File: src/hw/rtl/ckbi_pkg.sv
// Package for the camera keyframe Bezier interpolator.
// Holds widths, word types, datapath opcodes and the command and status structs.
// No dependencies.
package ckbi_pkg;

  localparam int unsigned MAX_GAP = 64;
  localparam int unsigned GW      = $clog2(MAX_GAP + 1);
  localparam int unsigned TW      = 3 * GW + 7;
  localparam int unsigned NW      = 3 * GW + 7;
  localparam int unsigned QW      = 33;
  localparam int unsigned PW      = QW + NW;
  localparam int unsigned CW      = $clog2(QW + 1);
  localparam int unsigned LW      = 3;

  localparam logic [LW-1:0] VIEW_LANE = LW'(7);
  localparam logic [7:0]    CURVE_END = 8'd127;

  typedef struct packed {
    logic        [31:0] frame_no;
    logic signed [31:0] distance;
    logic signed [31:0] pos_x;
    logic signed [31:0] pos_y;
    logic signed [31:0] pos_z;
    logic signed [31:0] rot_x;
    logic signed [31:0] rot_y;
    logic signed [31:0] rot_z;
    logic        [7:0]  fov_deg;
    logic        [41:0] curves_a;
    logic        [41:0] curves_b;
    logic               last_key;
  } in_t;

  typedef struct packed {
    logic        [31:0] out_frame_no;
    logic               out_is_key;
    logic               gap_error;
    logic signed [31:0] out_distance;
    logic signed [31:0] out_pos_x;
    logic signed [31:0] out_pos_y;
    logic signed [31:0] out_pos_z;
    logic signed [31:0] out_rot_x;
    logic signed [31:0] out_rot_y;
    logic signed [31:0] out_rot_z;
    logic        [23:0] out_fov;
    logic               last;
  } out_t;

  typedef enum logic [3:0] {
    OP_NONE,
    OP_LOAD,
    OP_G2,
    OP_G3,
    OP_DEN,
    OP_TERM1,
    OP_TERM2,
    OP_N1,
    OP_N2,
    OP_MUL,
    OP_DINIT,
    OP_DSTEP,
    OP_WRITE,
    OP_EMIT_FRAME,
    OP_EMIT_KEY
  } op_e;

  typedef struct packed {
    op_e           op;
    logic [LW-1:0] lane;
    logic          phase;
  } cmd_t;

  typedef struct packed {
    logic interp;
    logic j_last;
    logic out_free;
  } sts_t;

endpackage

File: src/hw/rtl/ckbi_ctrl.sv
// Sequencer of the keyframe interpolator: walks frames, lanes and divider steps.
// Depends on ckbi_pkg for the command and status structs.
module ckbi_ctrl (
  input  logic            clk_i,
  input  logic            rst_ni,
  input  logic            in_valid_i,
  output logic            in_ready_o,
  input  ckbi_pkg::sts_t  sts_i,
  output ckbi_pkg::cmd_t  cmd_o
);

  typedef enum logic [14:0] {
    S_IDLE  = 15'b000000000000001,
    S_CHECK = 15'b000000000000010,
    S_G2    = 15'b000000000000100,
    S_G3    = 15'b000000000001000,
    S_DEN   = 15'b000000000010000,
    S_TERM1 = 15'b000000000100000,
    S_TERM2 = 15'b000000001000000,
    S_N1    = 15'b000000010000000,
    S_N2    = 15'b000000100000000,
    S_MUL   = 15'b000001000000000,
    S_DINIT = 15'b000010000000000,
    S_DSTEP = 15'b000100000000000,
    S_WRITE = 15'b001000000000000,
    S_EMIT  = 15'b010000000000000,
    S_KEY   = 15'b100000000000000
  } state_e;

  state_e                      state_q, state_d;
  logic [ckbi_pkg::LW-1:0]     lane_q, lane_d;
  logic                        phase_q, phase_d;
  logic [ckbi_pkg::CW-1:0]     cnt_q, cnt_d;

  always_comb begin
    state_d     = state_q;
    lane_d      = lane_q;
    phase_d     = phase_q;
    cnt_d       = cnt_q;
    in_ready_o  = 1'b0;
    cmd_o.op    = ckbi_pkg::OP_NONE;
    cmd_o.lane  = lane_q;
    cmd_o.phase = phase_q;
    case (state_q)
      S_IDLE: begin
        in_ready_o = 1'b1;
        if (in_valid_i) begin
          cmd_o.op = ckbi_pkg::OP_LOAD;
          state_d  = S_CHECK;
        end
      end
      S_CHECK: begin
        lane_d  = '0;
        phase_d = 1'b0;
        state_d = sts_i.interp ? S_G2 : S_KEY;
      end
      S_G2: begin
        cmd_o.op = ckbi_pkg::OP_G2;
        state_d  = S_G3;
      end
      S_G3: begin
        cmd_o.op = ckbi_pkg::OP_G3;
        state_d  = S_DEN;
      end
      S_DEN: begin
        cmd_o.op = ckbi_pkg::OP_DEN;
        state_d  = S_TERM1;
      end
      S_TERM1: begin
        cmd_o.op = ckbi_pkg::OP_TERM1;
        state_d  = S_TERM2;
      end
      S_TERM2: begin
        cmd_o.op = ckbi_pkg::OP_TERM2;
        state_d  = S_N1;
      end
      S_N1: begin
        cmd_o.op = ckbi_pkg::OP_N1;
        state_d  = S_N2;
      end
      S_N2: begin
        cmd_o.op = ckbi_pkg::OP_N2;
        state_d  = (lane_q == ckbi_pkg::VIEW_LANE) ? S_DINIT : S_MUL;
      end
      S_MUL: begin
        cmd_o.op = ckbi_pkg::OP_MUL;
        state_d  = S_DINIT;
      end
      S_DINIT: begin
        cmd_o.op = ckbi_pkg::OP_DINIT;
        cnt_d    = '0;
        state_d  = S_DSTEP;
      end
      S_DSTEP: begin
        cmd_o.op = ckbi_pkg::OP_DSTEP;
        cnt_d    = cnt_q + ckbi_pkg::CW'(1);
        if (cnt_q == ckbi_pkg::CW'(ckbi_pkg::QW - 1)) begin
          state_d = S_WRITE;
        end
      end
      S_WRITE: begin
        cmd_o.op = ckbi_pkg::OP_WRITE;
        if (lane_q != ckbi_pkg::VIEW_LANE) begin
          lane_d  = lane_q + ckbi_pkg::LW'(1);
          state_d = S_N1;
        end else if (!phase_q) begin
          phase_d = 1'b1;
          state_d = S_MUL;
        end else begin
          state_d = S_EMIT;
        end
      end
      S_EMIT: begin
        if (sts_i.out_free) begin
          cmd_o.op = ckbi_pkg::OP_EMIT_FRAME;
          lane_d   = '0;
          phase_d  = 1'b0;
          state_d  = sts_i.j_last ? S_KEY : S_TERM1;
        end
      end
      S_KEY: begin
        if (sts_i.out_free) begin
          cmd_o.op = ckbi_pkg::OP_EMIT_KEY;
          state_d  = S_IDLE;
        end
      end
      default: begin
        state_d = S_IDLE;
      end
    endcase
  end

  always_ff @(posedge clk_i or negedge rst_ni) begin
    if (!rst_ni) begin
      state_q <= S_IDLE;
      lane_q  <= '0;
      phase_q <= 1'b0;
      cnt_q   <= '0;
    end else begin
      state_q <= state_d;
      lane_q  <= lane_d;
      phase_q <= phase_d;
      cnt_q   <= cnt_d;
    end
  end

endmodule

File: config.mk
export PLATFORM = sky130hd
export DESIGN_NAME = ckbi_ctrl
export DESIGN_NICKNAME = d
export VERILOG_FILES = /design/src/hw/rtl/ckbi_pkg.sv /design/src/hw/rtl/ckbi_ctrl.sv
export SDC_FILE = /design/constraint.sdc
export NUM_CORES = 1
export LEC_CHECK = 0
export BUFFER_PORTS_ARGS = -buffer_cell sky130_fd_sc_hd__clkbuf_2
export CORE_UTILIZATION = 40
export CTS_CLUSTER_SIZE = 14
export DETAILED_ROUTE_END_ITERATION = 8
export MAX_ROUTING_LAYER = met4
export PLACE_DENSITY_LB_ADDON = 0.15
export SLEW_MARGIN = 20
export SYNTH_ARGS = -nofsm -noshare
export SYNTH_HDL_FRONTEND = slang
export SYNTH_SLANG_ARGS = --single-unit
export TNS_END_PERCENT = 30
File: constraint.sdc
create_clock -name clk_i -period 2.3 [get_ports clk_i]
set_input_delay 0.115 -clock clk_i [delete_from_list [all_inputs] [get_ports clk_i]]
set_output_delay 0.115 -clock clk_i [all_outputs]
set_load 0.02 [all_outputs]
==> impl_metrics.ini, run 1 <==
[power_and_ir_drop]
power_frac_comb_pct = 42.8
power-per-cell-area_mw_per_mm2 = 693
intPower_uw = 839
peakVddDrop_v = 0.000477
leakagePower_nw = 0.892
power.share.sequential_pct = 37.3
post-layout-total-power_mw = 1.38
switching_share_pct = 39.3
clkPwrFrac_pct = 19.9
power.switching_uw = 544

[timing]
setup_viol_count_final = 0
tightestPinTransition_ns = 0.629
grt_setup_unrepaired = false
hold_viol = 0
post_route_skew_ns = 0.00874
min_period_over_period_pct = 96.0
fin_setup_tns_ns = 0
max_clock_freq_ghz = 0.453
finalMaxSlewViolations = 0
period_minus_slack_ns = 2.21
slew_headroom_pct = 58.1

[grt]
grt_util_all_layers_pct = 21.0
grt_antenna_before_repair = 0
grt_pass1_wl_um = 7080
via_count_of_the_first_global_routing_pass = 1474
overflow = 0
grt_max_degree = 26

[yosys]
synth_top_cells_by_area = sky130_fd_sc_hd__dfrtp_1 35%, sky130_fd_sc_hd__nand2_1 3.9%, sky130_fd_sc_hd__o21ai_0 3.5%
syn_area_mm2 = 0.00173
area_fraction_in_and_or_nand_and_nor_cells_after_synthesis_pct = 32.7
synth_compound_area_share_pct = 17.0
yosys.cell_types.count = 48
edff_count_synth = 0
synth_largest_area_cell = sky130_fd_sc_hd__dfrtp_1
synth_flop_cell = sky130_fd_sc_hd__dfrtp_1
synth_top_family_by_area = simple AND/OR/NAND/NOR gates
synth_fa_ha_area_share_pct = 2.89
asyncSetResetFlopFracSynth_pct = 100
yosysWarnings = 0
syn_avg_cell_area_um2 = 8.54
postSynthRegisterBits = 25
post_synth_mux_area_share_pct = 0.650
syn-instance-count = 203
post_synthesis_sequential_area_ratio_pct = 36.2
post-synth-top-area-fraction_pct = 34.7
post_synthesis_net_count = 213
synth_xor_xnor_area_share_pct = 4.04

[layout]
fin_nets = 234
antenna-diode-count = 0
post_route_cells_drive_above_1_share_pct = 22.9
finalCoreUtilization_pct = 48.9
area.growth.synth_to_final_pct = 15.2
fin_area_mm2 = 0.00200

[worst_setup_path]
endpoint_arrival_time_on_the_critical_path_ns = 2.09
worstSetupStartpointType = flop
critPathCaptureType = output port
crit_type = reg2out
cp_data_required_time_ns = 2.18
timing.critical_path.fanout_max = 11

[clock_network]
cts_buffers = 3
cts_root_buffer = sky130_fd_sc_hd__clkbuf_8
cts_max_level = 1
clkLatencyLatePin_ns = 0.28
cts_tree = built
clock_sinks = 25
cts-root-to-sink-buffers = 2
clkTransAtPathRegs_ns = 0.10

[placement]
detailed_place_hpwl_um = 3040
port-buffer-count = 14
dpl-instance-area_mm2 = 0.00184
gp_congestion = 0.912

[route]
post_drt_via_cell_ratio = 5.77
first_iter_violations = 121
remaining_drc_errors = 0
drt.antenna.violating_nets = 0
wire_per_inst_um = 15.4
wirelength_um = 4210
route.vias.total = 1576
drt_first_pass_iters = 4

[floorplanning]
die_x_um = 67.8
starting_density_pct = 42.4
top_level_ports = 15
floorplan.rows = 23
design.die.area_mm2 = 0.00460
die_y_um = 67.8
core_area_mm2 = 0.00409

[job]
max_cap_violations = 0

[worst_hold_path]
holdCritPathClass = in2reg

[status]
outcome = completed
-- worst paths after layout --
path                        startpoint  slack (ns)          to  cells after the start
max in group asynchronous       rst_ni        1.47  state_q[4]                      2
hold / removal              in_valid_i         0.1  state_q[1]                      3
setup reg to reg            state_q[8]        0.21   lane_q[0]                      7
setup / recovery           state_q[12]        0.09    cmd_o[4]                      6
min in group asynchronous       rst_ni        0.38   lane_q[2]                      2
hold reg to reg               cnt_q[5]        0.52    cnt_q[5]                      1
-- critical path, stage by stage (launching register included) --
cell	delay [ns]
sky130_fd_sc_hd__dfrtp_1	0.48
sky130_fd_sc_hd__nor3_1	0.22
sky130_fd_sc_hd__buf_4	0.19
sky130_fd_sc_hd__nand3_1	0.11
sky130_fd_sc_hd__or4_1	0.50
sky130_fd_sc_hd__o2111ai_1	0.12
sky130_fd_sc_hd__buf_4	0.18
-- flip-flops by register name, indices dropped and copies added, names as in the netlist --
register	count
cnt_q	6
phase_q	1
lane_q	3
state_q	15
-- cell families after synthesis --
family / after synthesis
and+or+nand+nor: 96
xor gates and xnor gates: 8
adders and majority gates: 4
AOI/OAI and AO/OA: 45
buffers and inverters: 24
muxes: 1
DFF: 25
-- cells in the mapped netlist (4+ instances only) --
cell	instances
sky130_fd_sc_hd__dfrtp_1	24
sky130_fd_sc_hd__nand2_1	18
sky130_fd_sc_hd__nor2_1	16
sky130_fd_sc_hd__o21ai_0	12
sky130_fd_sc_hd__a21oi_1	11
sky130_fd_sc_hd__nand3_1	9
sky130_fd_sc_hd__inv_1	8
sky130_fd_sc_hd__nor3_1	8
sky130_fd_sc_hd__nor3b_1	8
sky130_fd_sc_hd__clkbuf_1	7
sky130_fd_sc_hd__buf_2	6
sky130_fd_sc_hd__xnor2_1	6
sky130_fd_sc_hd__nand2b_1	5
sky130_fd_sc_hd__nand4_1	5
sky130_fd_sc_hd__ha_1	4
sky130_fd_sc_hd__o41ai_1	4
-- through the flow --
stage / std cells / worst slack (ns) / hold WS [ns]
after floorplan: 203 / 0.397 / -0.181
after global routing: 273 / 0.00234 / 0.109
after detailed placement: 258 / 0.254 / 0.168
final: 273 / 0.0928 / 0.0967
after global placement: 258 / 0.303 / 0.161
after CTS: 264 / 0.00126 / 0.0938
-- final cells by class --
type | instances | area [µm²]
Clock inverter | 1 | 5.00
Multi-Input combinational cell | 154 | 1010
Tap cell | 50 | 62.6
Sequential cell | 25 | 632
Fill cell | 415 | 2090
Inverter | 8 | 30.0
Timing Repair Buffer | 32 | 214
Clock buffer | 3 | 41.3
-- power groups by stage --
| stage | sequential (mW) | combinational (mW) | clock, mW |
|---|---|---|---|
| after floorplan | 0.505 | 0.418 | 0 |
| after global placement | 0.523 | 0.524 | 0 |
| after detailed placement | 0.525 | 0.530 | 0 |
| after CTS | 0.517 | 0.556 | 0.279 |
| after global routing | 0.521 | 0.654 | 0.300 |
| final | 0.516 | 0.592 | 0.275 |
-- per-layer routing --
metal	track usage (%)	vias up	part of all wire, %
met4	4.69	0	0.33
met3	2.17	2	3.1
li1	-	773	-
met1	29.3	776	48
met5	-	-	0
met2	32.9	25	48
-- placed cells by master (no fill, tap or decap), types with 4 or more instances in the layout --
cell type                   n
sky130_fd_sc_hd__dfrtp_1   20
sky130_fd_sc_hd__nand2_1   18
sky130_fd_sc_hd__buf_4     17
sky130_fd_sc_hd__nor2_1    16
sky130_fd_sc_hd__clkbuf_2  13
sky130_fd_sc_hd__o21ai_0   12
sky130_fd_sc_hd__a21oi_1   11
sky130_fd_sc_hd__nand3_1    9
sky130_fd_sc_hd__nor3_1     8
sky130_fd_sc_hd__inv_1      8
sky130_fd_sc_hd__nor3b_1    7
sky130_fd_sc_hd__xnor2_1    6
sky130_fd_sc_hd__nand2b_1   5
sky130_fd_sc_hd__nand4_1    5
sky130_fd_sc_hd__o41ai_1    4
sky130_fd_sc_hd__ha_1       4
sky130_fd_sc_hd__dfrtp_2    4
-- timing repair --
item,4_1_cts,5_1_grt
endpoints found under the hold margin,24,0
hold buffers,1,0
gates resized for setup,2,9
pin swaps,1,6
setup buffers,1,9
setup endpoints to repair,2,2
(Power assumes the default switching activity.)
==> run 2: changes to the inputs <==
--- a/config.mk
+++ b/config.mk
@@ -6,6 +6,7 @@
 export NUM_CORES = 1
 export LEC_CHECK = 0
 export BUFFER_PORTS_ARGS = -buffer_cell sky130_fd_sc_hd__clkbuf_2
+export CORE_ASPECT_RATIO = 1.4
 export CORE_UTILIZATION = 40
 export CTS_CLUSTER_SIZE = 14
 export DETAILED_ROUTE_END_ITERATION = 8
==> impl_metrics.ini, run 2 (synthesis gave the netlist of run 1 again) <==
[status]
outcome = finished with violations
failed_checks = DRC

[route]
met2_wirelength_um = 2390
remaining_drc_errors = 2
drt_first_pass_iters = 6
wirelength_um = 4310
highest-signal-layer = met4
post_drt_via_cell_ratio = 5.90
route.met3.wl_um = 95
wire_per_inst_um = 16.3
route.vias.total = 1564
met1Wirelength_um = 1760
drt.antenna.violating_nets = 0
first_iter_violations = 78

[grt]
grt_pass1_wl_um = 7290
grt_max_degree = 26
grt_antenna_before_repair = 0
overflow = 0
grt_util_all_layers_pct = 21.2
via_count_of_the_first_global_routing_pass = 1582

[placement]
dpl-instance-area_mm2 = 0.00184
port-buffer-count = 14
gp_congestion = 0.888
pre_cts_slack_ns = 0.171
detailed_place_hpwl_um = 3260

[floorplanning]
floorplan.rows = 28
starting_density_pct = 41.2
core_area_mm2 = 0.00420
die_y_um = 79.9
design.die.area_mm2 = 0.00460
die_x_um = 57.6
top_level_ports = 15

[clock_network]
cts_buffers = 3
cts_tree = built
cts_max_level = 1
clock_sinks = 25
clkLatencyLatePin_ns = 0.27
cts_root_buffer = sky130_fd_sc_hd__clkbuf_8
cts-root-to-sink-buffers = 2
clkTransAtPathRegs_ns = 0.09

[worst_setup_path]
critPathCaptureType = output port
crit_type = reg2out
timing.critical_path.fanout_max = 7
worstSetupStartpointType = flop
cp_data_required_time_ns = 2.18
timing.critical_path.cells = nor4_4 -> nand3_1 -> or4_1 -> o2111ai_1 -> clkbuf_2
worst_path_largest_cell_delay_ns = 0.49
crit_path_top_delay_cell = sky130_fd_sc_hd__or4_1
endpoint_arrival_time_on_the_critical_path_ns = 2.07

[timing]
max_clock_freq_ghz = 0.457
period_minus_slack_ns = 2.19
tightestPinTransition_ns = 0.649
post_route_skew_ns = 0.00304
grt_setup_unrepaired = true
min_period_over_period_pct = 95.2
slew_headroom_pct = 56.7
setup_viol_count_final = 0
fin_setup_tns_ns = 0
finalMaxSlewViolations = 0
timing.final.ws_setup_ns = 0.111
hold_viol = 0

[power_and_ir_drop]
switching_share_pct = 39.2
intPower_uw = 834
power.switching_uw = 538
post-layout-total-power_mw = 1.37
peakVddDrop_v = 0.000264
clkPwrFrac_pct = 19.7
power.share.sequential_pct = 37.7
power-per-cell-area_mw_per_mm2 = 701
leakagePower_nw = 0.872
power_frac_comb_pct = 42.6

[worst_hold_path]
holdCritPathClass = in2reg

[layout]
area.growth.synth_to_final_pct = 12.9
largest_reg_flops = 15
reg_top3 = state_q: 15 flops, cnt_q: 6 flops, lane_q: 3 flops
antenna-diode-count = 0
fin_area_mm2 = 0.00196
finalCoreUtilization_pct = 46.5
post_route_cells_drive_above_1_share_pct = 21.8
fin_nets = 231
register_containing_the_most_flip_flops_in_the_final_layout = state_q
most-common-layout-cells = 19 x sky130_fd_sc_hd__dfrtp_1, 18 x sky130_fd_sc_hd__nand2_1, 16 x sky130_fd_sc_hd__nor2_1
layout.cells.most_common = sky130_fd_sc_hd__dfrtp_1

[job]
max_cap_violations = 0
==> run 2: changes by cell type in the layout (fill, tap and decap cells not counted), sizes merged <==
cell	previous run	this run
buf	18	14
clkbuf	16	17
==> run 2: layer usage <==
metal	GRT usage, %	up-vias
li1	-	770
met1	22.4	767
met2	39.4	21
met3	2.43	6
met4	8.54	0
met5	-	-
==> run 2: critical path, delay by kind of cell (launching register included) <==
family / cells / cell delay, ns
compound gates: 1 / 0.12
buf+inv: 1 / 0.20
flops: 1 / 0.47
simple gates: 3 / 1.01
==> run 2: through the flow <==
stage	std cells	hold slack [ns]
2_1_floorplan	203	-0.181
3_3_place_gp	255	0.168
3_5_place_dp	255	0.173
4_1_cts	263	0.0710
5_1_grt	265	0.0750
6_report	265	0.0722
==> run 2: path summary, 6_finish.rpt <==
kind / startpoint / endpoint / slack, ns / depth (start not counted)
min: in_valid_i / state_q[1] / 0.07 / 3
max in group asynchronous: rst_ni / state_q[5] / 1.46 / 2
max reg2reg: state_q[3] / lane_q[0] / 0.31 / 6
max: state_q[6] / cmd_o[4] / 0.11 / 5
min in group asynchronous: rst_ni / state_q[7] / 0.39 / 2
min reg2reg: cnt_q[5] / cnt_q[5] / 0.51 / 1
==> run 2: area by class of cell <==
cell class | instances | area, µm²
well taps | 45 | 56.3
clock inverters | 1 | 5.00
fillers | 413 | 2250
repair buffers | 29 | 185
flip-flops and latches | 25 | 633
clock buffers | 3 | 41.3
inverters | 8 | 30.0
multi-input cells | 154 | 1010
==> run 2: what timing repair did <==
item | 4_1_cts | 5_1_grt
gates resized for setup | 1 | 7
endpoints found under the hold margin | 24 | 0
pin swaps | 2 | 3
buffers inserted | 3 | 2
setup endpoints to repair | 2 | 2
hold buffers | 1 | 0
==> run 2: power groups by stage <==
stage	combinational [mW]	sequential [mW]	clock, mW
after detailed placement	0.530	0.526	0
final	0.585	0.517	0.270
after global placement	0.524	0.523	0
after floorplan	0.418	0.505	0
after CTS	0.558	0.517	0.278
after global routing	0.642	0.525	0.293
==> run 3: changes to the inputs <==
--- a/config.mk
+++ b/config.mk
@@ -7,7 +7,7 @@
 export LEC_CHECK = 0
 export BUFFER_PORTS_ARGS = -buffer_cell sky130_fd_sc_hd__clkbuf_2
 export CORE_ASPECT_RATIO = 1.4
-export CORE_UTILIZATION = 40
+export CORE_UTILIZATION = 30
 export CTS_CLUSTER_SIZE = 14
 export DETAILED_ROUTE_END_ITERATION = 8
 export MAX_ROUTING_LAYER = met4
==> impl_metrics.ini, run 3 (synthesis gave the netlist of run 1 again) <==
[worst_setup_path]
critPathBufInv = 1
cp_data_required_time_ns = 2.18
critPathCaptureType = output port
worst_path_largest_cell_delay_ns = 0.52
endpoint_arrival_time_on_the_critical_path_ns = 2.06
crit_type = reg2out
cpLargestDelayFamily = simple AND/OR/NAND/NOR gates
timing.critical_path.fanout_max = 3
crit_path_top_delay_cell = sky130_fd_sc_hd__or4_1
worstSetupStartpointType = flop
timing.critical_path.cells = nor4_4 -> nand3_2 -> or4_1 -> o2111ai_1 -> clkbuf_2

[route]
route.vias.total = 1547
wire_per_inst_um = 15.0
post_drt_via_cell_ratio = 5.30
drt.antenna.violating_nets = 0
first_iter_violations = 112
remaining_drc_errors = 0
drt_first_pass_iters = 4
wirelength_um = 4370

[timing]
slew_headroom_pct = 56.2
min_period_over_period_pct = 94.5
grt_setup_unrepaired = false
period_minus_slack_ns = 2.17
post_route_skew_ns = 0.0122
finalMaxSlewViolations = 0
setup_viol_count_final = 0
max_clock_freq_ghz = 0.460
fin_setup_tns_ns = 0
hold_viol = 0
tightestPinTransition_ns = 0.656

[grt]
via_count_of_the_first_global_routing_pass = 1473
grt_util_all_layers_pct = 15.9
overflow = 0
grt_pass1_wl_um = 7180
grt_max_degree = 26
grt_antenna_before_repair = 0

[layout]
register_containing_the_most_flip_flops_in_the_final_layout = state_q
largest_reg_flops = 15
antenna-diode-count = 0
layout.cells.most_common = sky130_fd_sc_hd__dfrtp_1
ff_latch_area_um2 = 628
post_route_cells_drive_above_1_share_pct = 21.4
reg_top3 = state_q: 15 flops, cnt_q: 6 flops, lane_q: 3 flops
fill_cells = 575
fin_nets = 235
area_occupied_by_multi_input_gates_mm2 = 0.00101
area.growth.synth_to_final_pct = 16.2
most-common-layout-cells = 23 x sky130_fd_sc_hd__dfrtp_1, 18 x sky130_fd_sc_hd__nand2_1, 18 x sky130_fd_sc_hd__buf_4

[power_and_ir_drop]
leakagePower_nw = 0.903
power-per-cell-area_mw_per_mm2 = 681
peakVddDrop_v = 0.000266
post-layout-total-power_mw = 1.37

[clock_network]
cts_tree = built
cts_buffers = 3
clock_sinks = 25
cts_max_level = 1
cts_root_buffer = sky130_fd_sc_hd__clkbuf_8
cts-root-to-sink-buffers = 2
clkLatencyLatePin_ns = 0.27
clkTransAtPathRegs_ns = 0.10

[floorplanning]
die_y_um = 91.9
die_x_um = 66.2
design.die.area_mm2 = 0.00609
top_level_ports = 15
starting_density_pct = 31.4
floorplan.rows = 32
core_area_mm2 = 0.00553

[worst_hold_path]
holdCritPathClass = in2reg

[placement]
gp_congestion = 0.827
port-buffer-count = 14
detailed_place_hpwl_um = 3310

[job]
max_cap_violations = 0

[status]
outcome = completed
-- run 3: cell count changes in the layout (fill, tap and decap cells not counted) --
cell / before / now
sky130_fd_sc_hd__and4_1: 2 / 3
sky130_fd_sc_hd__and4_2: 1 / 0
sky130_fd_sc_hd__buf_4: 14 / 18
sky130_fd_sc_hd__dfrtp_1: 19 / 23
sky130_fd_sc_hd__dfrtp_2: 5 / 1
sky130_fd_sc_hd__nand3_1: 9 / 8
sky130_fd_sc_hd__nand3_2: 0 / 1
sky130_fd_sc_hd__nor4_1: 1 / 0
sky130_fd_sc_hd__nor4_2: 0 / 1
sky130_fd_sc_hd__o22ai_1: 1 / 2
sky130_fd_sc_hd__o22ai_2: 1 / 0
-- run 3: timing repair --
action,4_1_cts,5_1_grt
endpoints found under the hold margin,24,0
gates cloned,0,0
hold buffers,1,0
endpoints found under the setup margin,2,1
pin swaps,2,1
gates resized for setup,0,4
setup buffers,2,2
-- run 3: final cells by class --
class	count	share of cell area, %
clock inverter	1	0.248
inverter	8	1.49
tap	68	4.22
clock buffer	3	2.05
timing repair buffer	33	10.7
multi-input combinational	154	50.1
sequential	25	31.2
-- run 3: tightest hold or removal path, delay by kind of cell --
kind	cells	cell delay, ns
buffers and inverters	2	0.13
and+or+nand+nor	1	0.06
-- run 3: per-layer routing --
layer	vias up	GRT usage, %	routed length, µm
li1	778	-	-
met1	730	19.0	1890
met2	33	27.2	2290
met3	6	1.87	136
met4	0	5.14	51
met5	-	-	0
-- run 3: power by group --
group / switching [mW] / leakage (nW) / total [mW] / internal, mW
Combinational: 0.355 / 0.535 / 0.596 / 0.241
Clock: 0.145 / 0.0255 / 0.267 / 0.121
Sequential: 0.0393 / 0.343 / 0.509 / 0.470
Total: 0.539 / 0.903 / 1.37 / 0.833
-- run 3: worst paths after layout --
kind	from	endpoint	slack (ns)	depth (start not counted)
setup / recovery	state_q[5]	cmd_o[4]	0.13	5
hold / removal	in_valid_i	state_q[1]	0.05	3
setup reg to reg	state_q[5]	lane_q[0]	0.30	6
hold reg to reg	cnt_q[5]	cnt_q[5]	0.52	1
max in group asynchronous	rst_ni	state_q[13]	1.44	2
min in group asynchronous	rst_ni	state_q[4]	0.39	2
-- run 3: per-stage QoR --
stage          setup WS (ns)  hold WS, ns  instance area [µm²]  std cells  utilization [%]
2_1_floorplan          0.397       -0.181                 1730        203                -
3_3_place_gp           0.212        0.188                 1910        283             34.6
3_5_place_dp           0.171        0.184                 1910        283             34.6
4_1_cts               0.0363       0.0545                 1980        290             35.9
5_1_grt               0.0145       0.0807                 2010        292             36.5
6_report               0.126       0.0549                 2010        292             36.5
